<file path="src/hw/rtl/ppad_pkg.sv">
// ----------------------------------------------------------------------------
// ppad_pkg: shared types and constants for point_pair_angle_degrees
// Holds the arctangent table, the fixed-point layout of the CORDIC datapath
// and the side information that travels with each item down the pipeline.
// ----------------------------------------------------------------------------
package ppad_pkg;

  localparam int unsigned COORD_BITS_DEF      = 16;
  localparam int unsigned ANGLE_FRAC_BITS_DEF = 6;

  localparam int unsigned CORDIC_STEPS = 24;
  // Coordinates are scaled up by this many bits before the first rotation.
  localparam int unsigned PRESCALE     = 24;
  // Headroom for the CORDIC gain and the sign of Y.
  localparam int unsigned GUARD        = 3;
  // Angle accumulator: 2^-20 degree units, signed.
  localparam int unsigned Z_FRAC       = 20;
  localparam int unsigned Z_W          = 28;
  localparam int unsigned Z_MAG_W      = Z_W - 1;

  // atan(2^-i) in units of 2^-20 degree, rounded to nearest.
  localparam logic [Z_MAG_W-1:0] ATAN_TAB [CORDIC_STEPS] = '{
    27'd47185920, 27'd27855475, 27'd14718068, 27'd7471121,
    27'd3750058,  27'd1876857,  27'd938658,   27'd469357,
    27'd234682,   27'd117342,   27'd58671,    27'd29335,
    27'd14668,    27'd7334,     27'd3667,     27'd1833,
    27'd917,      27'd458,      27'd229,      27'd115,
    27'd57,       27'd29,       27'd14,       27'd7
  };

  typedef enum logic [1:0] {
    AXIS_0,
    AXIS_90,
    AXIS_180,
    AXIS_270
  } ppad_axis_e;

  typedef struct packed {
    logic       special;
    logic       dx_neg;
    logic       dy_neg;
    ppad_axis_e axis;
  } ppad_side_t;

endpackage

</file>
<file path="src/hw/rtl/ppad_cordic_stage.sv">
// ----------------------------------------------------------------------------
// ppad_cordic_stage: one vectoring iteration of the arctangent CORDIC
// Rotates (X, Y) toward the positive X axis by atan(2^-STEP), accumulates the
// angle in Z and registers the result with its own valid/ready handshake.
// ----------------------------------------------------------------------------
module ppad_cordic_stage
  import ppad_pkg::*;
#(
  parameter int unsigned W    = 43,
  parameter int unsigned STEP = 0
) (
  input  logic                clk_i,
  input  logic                rst_ni,
  input  logic                valid_i,
  output logic                ready_o,
  input  logic signed [W-1:0] x_i,
  input  logic signed [W-1:0] y_i,
  input  logic signed [Z_W-1:0] z_i,
  input  ppad_side_t          side_i,
  output logic                valid_o,
  input  logic                ready_i,
  output logic signed [W-1:0] x_o,
  output logic signed [W-1:0] y_o,
  output logic signed [Z_W-1:0] z_o,
  output ppad_side_t          side_o
);

  logic                  valid_q;
  logic signed [W-1:0]   x_d, x_q, y_d, y_q;
  logic signed [Z_W-1:0] z_d, z_q;
  logic signed [W-1:0]   xs, ys;
  logic signed [Z_W-1:0] ang;
  ppad_side_t            side_q;

  assign ready_o = !valid_q || ready_i;

  // Arithmetic shifts round toward minus infinity, as the rotation needs.
  assign xs  = x_i >>> STEP;
  assign ys  = y_i >>> STEP;
  assign ang = $signed({1'b0, ATAN_TAB[STEP]});

  always_comb begin
    if (!y_i[W-1]) begin
      x_d = x_i + ys;
      y_d = y_i - xs;
      z_d = z_i + ang;
    end else begin
      x_d = x_i - ys;
      y_d = y_i + xs;
      z_d = z_i - ang;
    end
  end

  always_ff @(posedge clk_i or negedge rst_ni) begin
    if (!rst_ni) begin
      valid_q <= 1'b0;
    end else if (ready_o) begin
      valid_q <= valid_i;
    end
  end

  always_ff @(posedge clk_i) begin
    if (valid_i && ready_o) begin
      x_q    <= x_d;
      y_q    <= y_d;
      z_q    <= z_d;
      side_q <= side_i;
    end
  end

  assign valid_o = valid_q;
  assign x_o     = x_q;
  assign y_o     = y_q;
  assign z_o     = z_q;
  assign side_o  = side_q;

endmodule

</file>
<file path="config.mk">
export PLATFORM = sky130hd
export DESIGN_NAME = ppad_cordic_stage
export DESIGN_NICKNAME = d
export VERILOG_FILES = /design/src/hw/rtl/ppad_pkg.sv /design/src/hw/rtl/ppad_cordic_stage.sv
export SDC_FILE = /design/constraint.sdc
export NUM_CORES = 1
export LEC_CHECK = 0
export BUFFER_PORTS_ARGS = -buffer_cell sky130_fd_sc_hd__buf_2
export CORE_ASPECT_RATIO = 1.1
export CORE_MARGIN = 3
export CORE_UTILIZATION = 40
export DETAILED_ROUTE_END_ITERATION = 7
export PLACE_DENSITY = 0.72
export SYNTH_ARGS = -nofsm -noshare
export SYNTH_HDL_FRONTEND = slang
export SYNTH_SLANG_ARGS = --single-unit
</file>
<file path="constraint.sdc">
create_clock -name clk_i -period 5.1 [get_ports clk_i]
set_input_delay 1.275 -clock clk_i [delete_from_list [all_inputs] [get_ports clk_i]]
set_output_delay 1.275 -clock clk_i [all_outputs]
set_load 0.01 [all_outputs]
</file>
==> Flow_metrics.wiki, run 1 <==
{| class="wikitable"
! Metric !! Value
|-
| Wire length of the first global-routing pass || 62.6 mm
|-
| Clock tree from TritonCTS || yes
|-
| Final wirelength || 40.9 mm
|-
| CP Max Fanout || 14
|-
| Via count of the first global-routing pass || 11100
|-
| Count of antenna diodes in the layout || 0
|-
| Worst hold endpoint || valid_o
|-
| Number of max-cap violations || 0
|-
| Post-synth net total || 1625
|-
| Detailed-router iteration count before antenna repair || 6
|-
| RSZ-0062 raised after global routing || false
|-
| Synth cell count leaders || a21oi_1, inv_1, ha_1
|-
| Synthesized instance count || 1366
|-
| GP Congestion || 0.957
|-
| Kind of capture point of the worst setup path || flop
|-
| Cell internal power dissipation || 2.49 mW
|-
| Combinational fraction of design power || 0.350
|-
| Number of routed nets with antenna violations || 0
|-
| Clock transition at the register clock pins on the worst setup and hold paths after CTS || 0.06 ns
|-
| Count of final max-slew check failures || 0
|-
| Number of vias in the routed layout || 11500
|-
| HPWL after detailed placement || 32.4 mm
|-
| Area growth from synthesis to final layout || 19.0%
|-
| Share of synthesized registers carrying an async set or reset || 0.00840
|-
| Starting Density || 0.410
|-
| Detail-routed via count per cell || 5.83
|-
| Time the worst path needs with I/O delays and setup || 4.45 ns
|-
| Yosys warns || 0
|-
| Total power consumption of the routed design || 3.87 mW
|-
| Post-synthesis cell type count || 73
|-
| Worst max-slew margin expressed relative to the limit || 0.297
|-
| Post-synth EDFFs || 118
|-
| Pin count of the biggest net entering global routing || 88
|-
| Post-synth design cell area || 11600 um^2
|-
| # H-tree levels || 4
|-
| Worst clock skew || 0.0115 ns
|-
| LEAKAGE || 6.11 nW
|-
| Iteration-0 DRC Markers || 1044
|-
| Clock latency on the worst-skew pair || 0.44 ns
|-
| Data required time of the worst path || 5.27 ns
|-
| Final standard cell count with taps included and fillers excluded || 1965
|-
| Die X-Extent || 168 um
|-
| Startpoint of the most critical register-to-register path || valid_o
|-
| Summed negative setup slack over all endpoints || 0 ns
|-
| Finished Core Util || 0.488
|-
| Power density over the cells || 282 nW/um^2
|-
| Largest area contributor in the synthesized netlist || edfxtp_1
|-
| Final Hold Violating Endpoints || 0
|-
| Core ar. || 28200 um^2
|-
| Antenna violations before repair || 0
|-
| Hold_sp || valid_o
|-
| Slack of the worst reg-to-reg path || 3.15 ns
|-
| Number of cells on the worst reg-to-reg path || 3
|-
| Mean instance size in the synthesized netlist || 8.47 um^2
|-
| Critical path startpoint category || primary input
|-
| Hold Path Depth || 2
|-
| Fraction of power spent switching nets || 0.358
|-
| Proportion of synthesized chip area in sequential cells || 0.308
|-
| Number of endpoints failing setup at the final stage || 0
|-
| Die height || 184 um
|-
| Number of cell rows || 64
|-
| Port bufs || 243
|-
| Power spent charging and discharging nets || 1.39 mW
|-
| Die area || 31000 um^2
|-
| Class of the tightest hold or removal check || flop to flop
|-
| Destination of the worst register-to-register timing path || x_o[32]
|-
| Max VDD drop || 0.197 mV
|-
| Number of remaining DRC errors || 0
|-
| Number of buffers inserted during clock tree synthesis || 17
|-
| Layout cell share with drive strength beyond 1 || 0.197
|-
| Share of the synthesized area in the top cell type || 0.306
|-
| FMAX || 0.225 GHz
|-
| CTS hold repair buffers || 0
|-
| Clock Tree Buf Depth || 2
|-
| # clock sinks || 119
|-
| Post_cts resized || 0
|-
| Post-detailed-route wirelength per cell || 20.8 um
|-
| Most common flop cell mapped by yosys || edfxtp_1
|-
| Final nets || 1848
|-
| Io pins || 244
|-
| Largest cells by area after synthesis || edfxtp_1, ha_1, a21oi_1
|-
| Measured slew at the worst slew-check pin || 1.05 ns
|-
| Clock Power Share || 0.325
|-
| Leftover overflow at the end of global routing || 0
|-
| Crit share post-route || 0.872
|-
| Number of placed cells counting well taps || 1933
|-
| Arr. time, crit path || 4.62 ns
|-
| Leading cell type by number of instances after synthesis || a21oi_1
|-
| Share of power burned in registers || 0.325
|-
| Root buffer cell || clkbuf_16
|-
| Count of state elements after synthesis || 119
|-
| Fillcell total || 2746
|-
| Crit Path Class || primary input to flop
|-
| Setup repair bufs after CTS || 0
|-
| Run status || completed
|-
| Global router's overall resource usage || 0.257
|}
## per-layer routing
layer / track usage / vias to the layer above / part of all wire
met4: 0.124 / 0 / 0.042
met2: 0.410 / 616 / 0.45
met3: 0.0358 / 99 / 0.078
met5: 0 / - / 0
met1: 0.346 / 5375 / 0.43
li1: - / 5373 / -
## placed cells by master (no fill, tap or decap), types with 13 or more instances in the layout
| cell | count |
|---|---|
| a21o_1 | 28 |
| xor2_1 | 13 |
| o21bai_1 | 34 |
| xnor2_1 | 76 |
| o31ai_1 | 14 |
| nand4_1 | 20 |
| o21ai_1 | 34 |
| nand3_1 | 20 |
| nor3_1 | 27 |
| a21oi_1 | 192 |
| clkbuf_16 | 17 |
| inv_1 | 138 |
| mux2i_1 | 23 |
| nand2_1 | 73 |
| buf_4 | 22 |
| nor4_1 | 17 |
| nand2b_1 | 15 |
| buf_2 | 242 |
| ha_1 | 132 |
| edfxtp_1 | 118 |
| nor2_1 | 91 |
| o21ai_0 | 72 |
## per-stage QoR
step | worst slack, ns | hold WS (ns) | instance area [um^2]
6_report | 0.654 | 0.555 | 13800
4_1_cts | 0.774 | 0.558 | 13800
5_1_grt | 0.511 | 0.593 | 13800
2_1_floorplan | 0.399 | 0.622 | 11600
3_3_place_gp | 0.373 | 0.512 | 13200
3_5_place_dp | 0.327 | 0.538 | 13200
## flip-flops by register name, indices dropped and copies added, names as in the netlist
register / flops
y_o: 42
z_o: 28
side_o: 5
x_o: 43
valid_o: 1
## power by group through the flow
stage / Clock (mW) / Sequential (mW) / Combinational (mW)
after detailed placement: 0 / 1.28 / 1.33
after global routing: 1.32 / 1.27 / 1.47
after floorplan: 0 / 1.34 / 0.798
final: 1.26 / 1.26 / 1.36
after global placement: 0 / 1.28 / 1.32
after CTS: 1.28 / 1.26 / 1.34
## critical path, cell delays in order
cell and delay [ns]:
buf_2 0.10, inv_1 0.05, ha_1 0.68, inv_2 0.09, a21oi_1 0.25, a21oi_1 0.15
a2111oi_0 0.74, o31ai_2 0.32, a41o_1 0.39, a41oi_1 0.27, o22ai_1 0.13, xnor2_1 0.17
## kinds of logic after synthesis
logic type,share of synthesized area
AND/OR/NAND/NOR,0.128
XOR/XNOR,0.0674
flip-flops,0.308
buffers and inverters,0.0689
AO/OA/AOI/OAI,0.257
multiplexers,0.0209
adder cells (fa/ha/maj),0.150
## worst max-delay path by stage
stage          startpoint   endpoint  slack, ns  cells after the start
2_1_floorplan     ready_i  side_o[0]       0.40                      2
3_3_place_gp       x_i[0]    x_o[40]       0.37                     12
3_5_place_dp       x_i[0]    x_o[38]       0.33                     12
4_1_cts            x_i[0]    x_o[38]       0.77                     12
5_1_grt            x_i[0]    x_o[40]       0.51                     12
6_report          x_i[15]    x_o[40]       0.65                     12
## cell type report
class / instances / area (um^2) / area share
Multi-Input combinational cell: 1039 / 7210 / 0.523
Sequential cell: 119 / 3570 / 0.259
Timing Repair Buffer: 265 / 1400 / 0.101
Inverter: 147 / 552 / 0.0401
Tap cell: 363 / 454 / 0.0330
Clock buffer: 19 / 433 / 0.0315
Clock inverter: 13 / 155 / 0.0113
Note: power is estimated with default switching activity, not from simulation.
==> run 2: changes to the inputs <==
--- a/config.mk
+++ b/config.mk
@@ -10,7 +10,8 @@
 export CORE_MARGIN = 3
 export CORE_UTILIZATION = 40
 export DETAILED_ROUTE_END_ITERATION = 7
-export PLACE_DENSITY = 0.72
+export PLACE_DENSITY = 0.74
+export SETUP_SLACK_MARGIN = 0.1
 export SYNTH_ARGS = -nofsm -noshare
 export SYNTH_HDL_FRONTEND = slang
 export SYNTH_SLANG_ARGS = --single-unit
==> constraint.sdc (replaced) <==
create_clock -name clk_i -period 3.8 [get_ports clk_i]
set_input_delay 0.95 -clock clk_i [delete_from_list [all_inputs] [get_ports clk_i]]
set_output_delay 0.95 -clock clk_i [all_outputs]
set_load 0.01 [all_outputs]
==> run 2 against run 1 <==
Clock power rose by 36%. Critical endpoint is now y_o[39]. Combinational power increased by 60%. Register-to-register slack got worse by 1.0 ns. Critical path depth rose by 3. Routed wire length up 6.8%.
==> Flow_metrics.wiki, run 2 (same netlist as run 1, synthesis figures left out) <==
{| class="wikitable"
! Metric !! Value
|-
| Clock tree from TritonCTS || yes
|-
| Fillcell total || 2701 (-1.6%)
|-
| Antenna violations before repair || 0 (unchanged)
|-
| Number of max-cap violations || 0 (unchanged)
|-
| Kind of capture point of the worst setup path || flop
|-
| Final wirelength || 43.7 mm (+6.8%)
|-
| Count of final max-slew check failures || 0 (unchanged)
|-
| Iteration-0 DRC Markers || 1087 (+4.1%)
|-
| # clock sinks || 119 (unchanged)
|-
| CTS hold repair buffers || 0 (unchanged)
|-
| Wire length of the first global-routing pass || 65.8 mm (+5.2%)
|-
| Count of antenna diodes in the layout || 0 (unchanged)
|-
| Critical path startpoint category || primary input
|-
| Global router's overall resource usage || 0.271 (+0.0137)
|-
| Max VDD drop || 0.296 mV (+50%)
|-
| Starting Density || 0.410 (unchanged)
|-
| GP Congestion || 0.996 (+4.1%)
|-
| Number of endpoints failing setup at the final stage || 0 (unchanged)
|-
| Number of buffers inserted during clock tree synthesis || 17 (unchanged)
|-
| Final worst hold slack || 0.293 ns (-0.262 ns)
|-
| Area of all sequential standard cells || 3570 um^2 (unchanged)
|-
| HPWL after detailed placement || 35.6 mm (+9.7%)
|-
| Number of routed nets with antenna violations || 0 (unchanged)
|-
| Most common cell after layout, fill and taps aside || buf_4
|-
| Layout cell share with drive strength beyond 1 || 0.306 (+0.110)
|-
| Detail-routed via count per cell || 5.57 (-4.5%)
|-
| FMAX || 0.275 GHz
|-
| Data required time of the worst path || 3.97 ns (-1.30 ns)
|-
| Detailed-router iteration count before antenna repair || 6 (unchanged)
|-
| # H-tree levels || 4 (unchanged)
|-
| Via count of the first global-routing pass || 12000 (+7.5%)
|-
| Final nets || 2085 (+13%)
|-
| RSZ-0062 raised after global routing || false
|-
| Run status || completed
|-
| Die X-Extent || 168 um (unchanged)
|-
| Die area || 31000 um^2 (unchanged)
|-
| Arr. time, crit path || 3.81 ns (-0.81 ns)
|-
| Final instance area || 15700 um^2 (+14%)
|-
| LEAKAGE || 7.28 nW (+19%)
|-
| Die height || 184 um (unchanged)
|-
| Number of remaining DRC errors || 0 (unchanged)
|-
| Crit Path Class || primary input to flop
|-
| Clock Tree Buf Depth || 2 (unchanged)
|-
| Io pins || 244 (unchanged)
|-
| Post-detailed-route wirelength per cell || 19.8 um (-4.7%)
|-
| Worst max-slew margin expressed relative to the limit || 0.548 (+0.251)
|-
| Startpoint of the most critical register-to-register path || valid_o
|-
| Class of the tightest hold or removal check || primary input to asynchronous set/reset pin
|-
| Measured slew at the worst slew-check pin || 0.667 ns (-0.387 ns)
|-
| Power density over the cells || 357 nW/um^2 (+27%)
|-
| Clock transition at the register clock pins on the worst setup and hold paths after CTS || 0.06 ns (about the same)
|-
| Leftover overflow at the end of global routing || 0 (unchanged)
|-
| Number of vias in the routed layout || 12300 (+7.0%)
|-
| Flip-flop count of the largest register, all copies and words added || 43 (unchanged)
|-
| Clock latency on the worst-skew pair || 0.43 ns (about the same)
|-
| Highest-count cells in the layout ignoring fill and taps || buf_4, buf_2, a21oi_1
|-
| Root buffer cell || clkbuf_16
|-
| Pin count of the biggest net entering global routing || 48 (-45%)
|-
| Final Hold Violating Endpoints || 0 (unchanged)
|-
| Number of cell rows || 64 (unchanged)
|-
| Worst clock skew || 0.0109 ns (-0.000607 ns)
|-
| CP Max Fanout || 6 (-8)
|-
| Port bufs || 243 (unchanged)
|-
| Crit path launch || x_i[10]
|-
| Crit share post-route || 0.958
|-
| Area growth from synthesis to final layout || 35.3%
|-
| Total area of multi-input combinational cells || 7270 um^2 (+0.96%)
|-
| Time the worst path needs with I/O delays and setup || 3.64 ns
|-
| Core ar. || 28200 um^2 (unchanged)
|-
| Area after DPL || 15000 um^2 (+14%)
|}
run 2: area by class of cell:
type | count | share of cell area
Clock buffer | 18 | 0.0274
Sequential cell | 119 | 0.228
Tap cell | 363 | 0.0290
Multi-Input combinational cell | 1039 | 0.465
Inverter | 147 | 0.0352
Clock inverter | 14 | 0.0113
Timing Repair Buffer | 502 | 0.204
run 2: final timing paths:
path / to / slack (ns) / cells after the start
max in group asynchronous: valid_o / 3.42 / 1
min in group clk_i: valid_o / 0.54 / 2
hold / removal: valid_o / 0.29 / 1
setup / recovery: y_o[39] / 0.16 / 15
setup reg to reg: z_o[22] / 2.12 / 3
hold reg to reg: valid_o / 0.54 / 2
run 2: timing repair:
item	4_1_cts	5_1_grt
pin swaps	0	5
endpoints found under the hold margin	0	0
setup endpoints to repair	6	21
resized for setup	4	11
setup buffers	0	2
run 2: per-layer routing:
metal,vias to the layer above,part of all wire,global-route usage
met5,-,0,0
met4,0,0.038,0.105
met3,90,0.068,0.0356
met2,602,0.46,0.452
met1,5743,0.43,0.359
li1,5832,-,-
run 2: report_power, final:
part | internal [mW] | switching (mW)
clock | 1.04 | 0.677
sequential | 1.65 | 0.0421
combinational | 0.927 | 1.25
run 2: worst max-delay path, stage by stage:
cell,delay (ns)
buf_2,0.09
inv_1,0.04
ha_1,0.39
buf_4,0.19
inv_2,0.04
a21oi_1,0.20
o311ai_1,0.26
o2111ai_2,0.36
a21oi_1,0.13
buf_4,0.15
nor4_1,0.45
o41ai_1,0.14
buf_4,0.15
a21oi_1,0.17
xor2_1,0.09
run 2: per-stage QoR:
stage	setup TNS [ns]	power (mW)	std cells	util	setup WS, ns
finish	0	5.59	2202	0.555	0.159
floorplan	0	2.86	1366	-	0.132
detailed placement	-9.55	3.83	2168	0.531	-0.433
CTS	0	5.57	2200	0.553	0.0630
global route	0	5.85	2202	0.555	0.102
global placement	-8.41	3.81	2168	0.531	-0.459
==> run 3: changes to the inputs <==
--- a/config.mk
+++ b/config.mk
@@ -8,9 +8,9 @@
 export BUFFER_PORTS_ARGS = -buffer_cell sky130_fd_sc_hd__buf_2
 export CORE_ASPECT_RATIO = 1.1
 export CORE_MARGIN = 3
-export CORE_UTILIZATION = 40
+export CORE_UTILIZATION = 44
 export DETAILED_ROUTE_END_ITERATION = 7
-export PLACE_DENSITY = 0.74
+export PLACE_DENSITY = 0.79
 export SETUP_SLACK_MARGIN = 0.1
 export SYNTH_ARGS = -nofsm -noshare
 export SYNTH_HDL_FRONTEND = slang
==> run 3 against run 2 <==
Die area decreased by 8.8%. Non-clock buffer count down 24. Worst setup slack got worse by 0.017 ns. Flip-flop and latch count unchanged. Clock power decreased by 3%. Register-to-register slack got worse by 0.05 ns.
==> Flow_metrics.wiki, run 3 (same netlist as run 1, synthesis figures left out) <==
{| class="wikitable"
! Metric !! Value
|-
| Die X-Extent || 161 um (-4.5%)
|-
| Highest-count cells in the layout ignoring fill and taps || buf_2, buf_4, a21oi_1
|-
| Root buffer cell || clkbuf_16
|-
| Critical path startpoint category || primary input
|-
| Detailed-router iteration count before antenna repair || 5 (-1)
|-
| Final standard cell count with taps included and fillers excluded || 2161 (-1.9%)
|-
| Die area || 28300 um^2 (-8.8%)
|-
| Number of cell rows || 61 (-4.7%)
|-
| Number of buffers inserted during clock tree synthesis || 17 (unchanged)
|-
| Data required time of the worst path || 3.98 ns (about the same)
|-
| Post-detailed-route wirelength per cell || 19.6 um (-1.0%)
|-
| Starting Density || 0.452 (+0.0420)
|-
| Flip-flop count of the largest register, all copies and words added || 43 (unchanged)
|-
| Worst clock skew || 0.0111 ns (+0.000210 ns)
|-
| Port bufs || 243 (unchanged)
|-
| Global router's overall resource usage || 0.292 (+0.0207)
|-
| Class of the tightest hold or removal check || primary input to asynchronous set/reset pin
|-
| Number of placed cells counting well taps || 2126 (-1.9%)
|-
| Final worst hold slack || 0.280 ns (-0.0132 ns)
|-
| Number of endpoints failing setup at the final stage || 0 (unchanged)
|-
| Final nets || 2061 (-1.2%)
|-
| RSZ-0062 raised after global routing || false
|-
| Pin count of the biggest net entering global routing || 75 (+56%)
|-
| Pre-CTS WS || -0.391 ns (+0.0417 ns)
|-
| Core ar. || 25600 um^2 (-9.3%)
|-
| HPWL after detailed placement || 34.6 mm (-2.8%)
|-
| Number of vias in the routed layout || 12200 (-0.79%)
|-
| GP Congestion || 0.978 (-1.8%)
|-
| Power density over the cells || 356 nW/um^2 (-0.39%)
|-
| Leftover overflow at the end of global routing || 0 (unchanged)
|-
| Run status || completed
|-
| Clock transition at the register clock pins on the worst setup and hold paths after CTS || 0.06 ns (about the same)
|-
| Crit share post-route || 0.963 (+0.00439)
|-
| Iteration-0 DRC Markers || 1241 (+14%)
|-
| Final Hold Violating Endpoints || 0 (unchanged)
|-
| Number of max-cap violations || 0 (unchanged)
|-
| Via count of the first global-routing pass || 11900 (-0.37%)
|-
| Clock tree from TritonCTS || yes
|-
| Arr. time, crit path || 3.84 ns (+0.03 ns)
|-
| Final worst slack || 0.142 ns (-0.0167 ns)
|-
| Clock Tree Buf Depth || 2 (unchanged)
|-
| Number of remaining DRC errors || 0 (unchanged)
|-
| Io pins || 244 (unchanged)
|-
| Max VDD drop || 0.237 mV (-20%)
|-
| Most common cell after layout, fill and taps aside || buf_2
|-
| Total power consumption of the routed design || 5.49 mW (-1.7%)
|-
| Worst max-slew margin expressed relative to the limit || 0.549 (+0.00102)
|-
| Count of antenna diodes in the layout || 0 (unchanged)
|-
| Detail-routed via count per cell || 5.63 (+1.1%)
|-
| Antenna violations before repair || 0 (unchanged)
|-
| FMAX || 0.273 GHz (-0.46%)
|-
| Summed negative setup slack over all endpoints || 0 ns (unchanged)
|-
| Time the worst path needs with I/O delays and setup || 3.66 ns (+0.0167 ns)
|-
| Measured slew at the worst slew-check pin || 0.670 ns (+0.00300 ns)
|-
| Final wirelength || 42.4 mm (-2.9%)
|-
| LEAKAGE || 7.15 nW (-1.8%)
|-
| # H-tree levels || 4 (unchanged)
|-
| Kind of capture point of the worst setup path || flop
|-
| Crit Path Class || primary input to flop
|-
| Area growth from synthesis to final layout || 33.5%
|-
| CP Max Fanout || 4 (-2)
|-
| Wire length of the first global-routing pass || 64.9 mm (-1.5%)
|-
| Die height || 176 um (-4.5%)
|-
| Clock latency on the worst-skew pair || 0.44 ns (about the same)
|-
| Number of routed nets with antenna violations || 0 (unchanged)
|-
| Count of final max-slew check failures || 0 (unchanged)
|-
| # clock sinks || 119 (unchanged)
|-
| Layout cell share with drive strength beyond 1 || 0.296 (-0.00973)
|}
-- run 3: report_power, final --
group | internal [mW] | switching [mW] | total [mW]
logic | 0.902 | 1.23 | 2.14
clock network | 0.970 | 0.692 | 1.66
registers | 1.65 | 0.0412 | 1.69
total | 3.52 | 1.97 | 5.49
-- run 3: path summary, 6_finish.rpt --
kind	start	end	slack [ns]	cells after the start
worst max-delay path	x_i[0]	y_o[42]	0.14	15
worst min-delay path	rst_ni	valid_o	0.28	1
worst max register to register	valid_o	y_o[13]	2.07	3
worst min register to register	valid_o	valid_o	0.54	2
max in group asynchronous	rst_ni	valid_o	3.43	1
min in group clk_i	valid_o	valid_o	0.54	2
-- run 3: per-layer routing --
metal / GRT usage / routed length [um] / share of wire / vias up
met5: 0 / 0 / 0 / -
li1: - / - / - / 5805
met4: 0.0995 / 1390 / 0.033 / 0
met3: 0.0490 / 3100 / 0.073 / 91
met1: 0.382 / 17900 / 0.42 / 5678
met2: 0.490 / 20000 / 0.47 / 596
-- run 3: final cells by class --
cell class | instances | area, um^2
clock buffer | 18 | 429
sequential | 119 | 3570
tap | 346 | 433
timing repair buffer | 478 | 3020
multi-input combinational | 1039 | 7280
clock inverter | 14 | 151
fill | 2243 | 10100
inverter | 147 | 552
-- run 3: what timing repair did --
item,in CTS,in global routing
setup endpoints to repair,4,22
setup buffers,0,3
pin swaps,0,6
hold buffers,0,0
gates resized for setup,2,13
-- run 3: worst max-delay path, cell delays in order --
cell and delay [ns]:
buf_2 0.11, ha_1 0.23, fa_2 0.34, nor2b_1 0.15, o211ai_1 0.19, buf_4 0.17
a2111oi_4 0.08, buf_4 0.17, a311o_1 0.30, a211o_1 0.32, a21oi_4 0.26, buf_4 0.15
o22ai_1 0.09, o21ai_1 0.22, xor2_1 0.09
-- run 3: through the flow --
step                      utilization  area (um^2)
after CTS                       0.600        15300
after floorplan                     -        11600
final                           0.604        15400
after detailed placement        0.577        14800
after global routing            0.604        15400
after global placement          0.577        14800
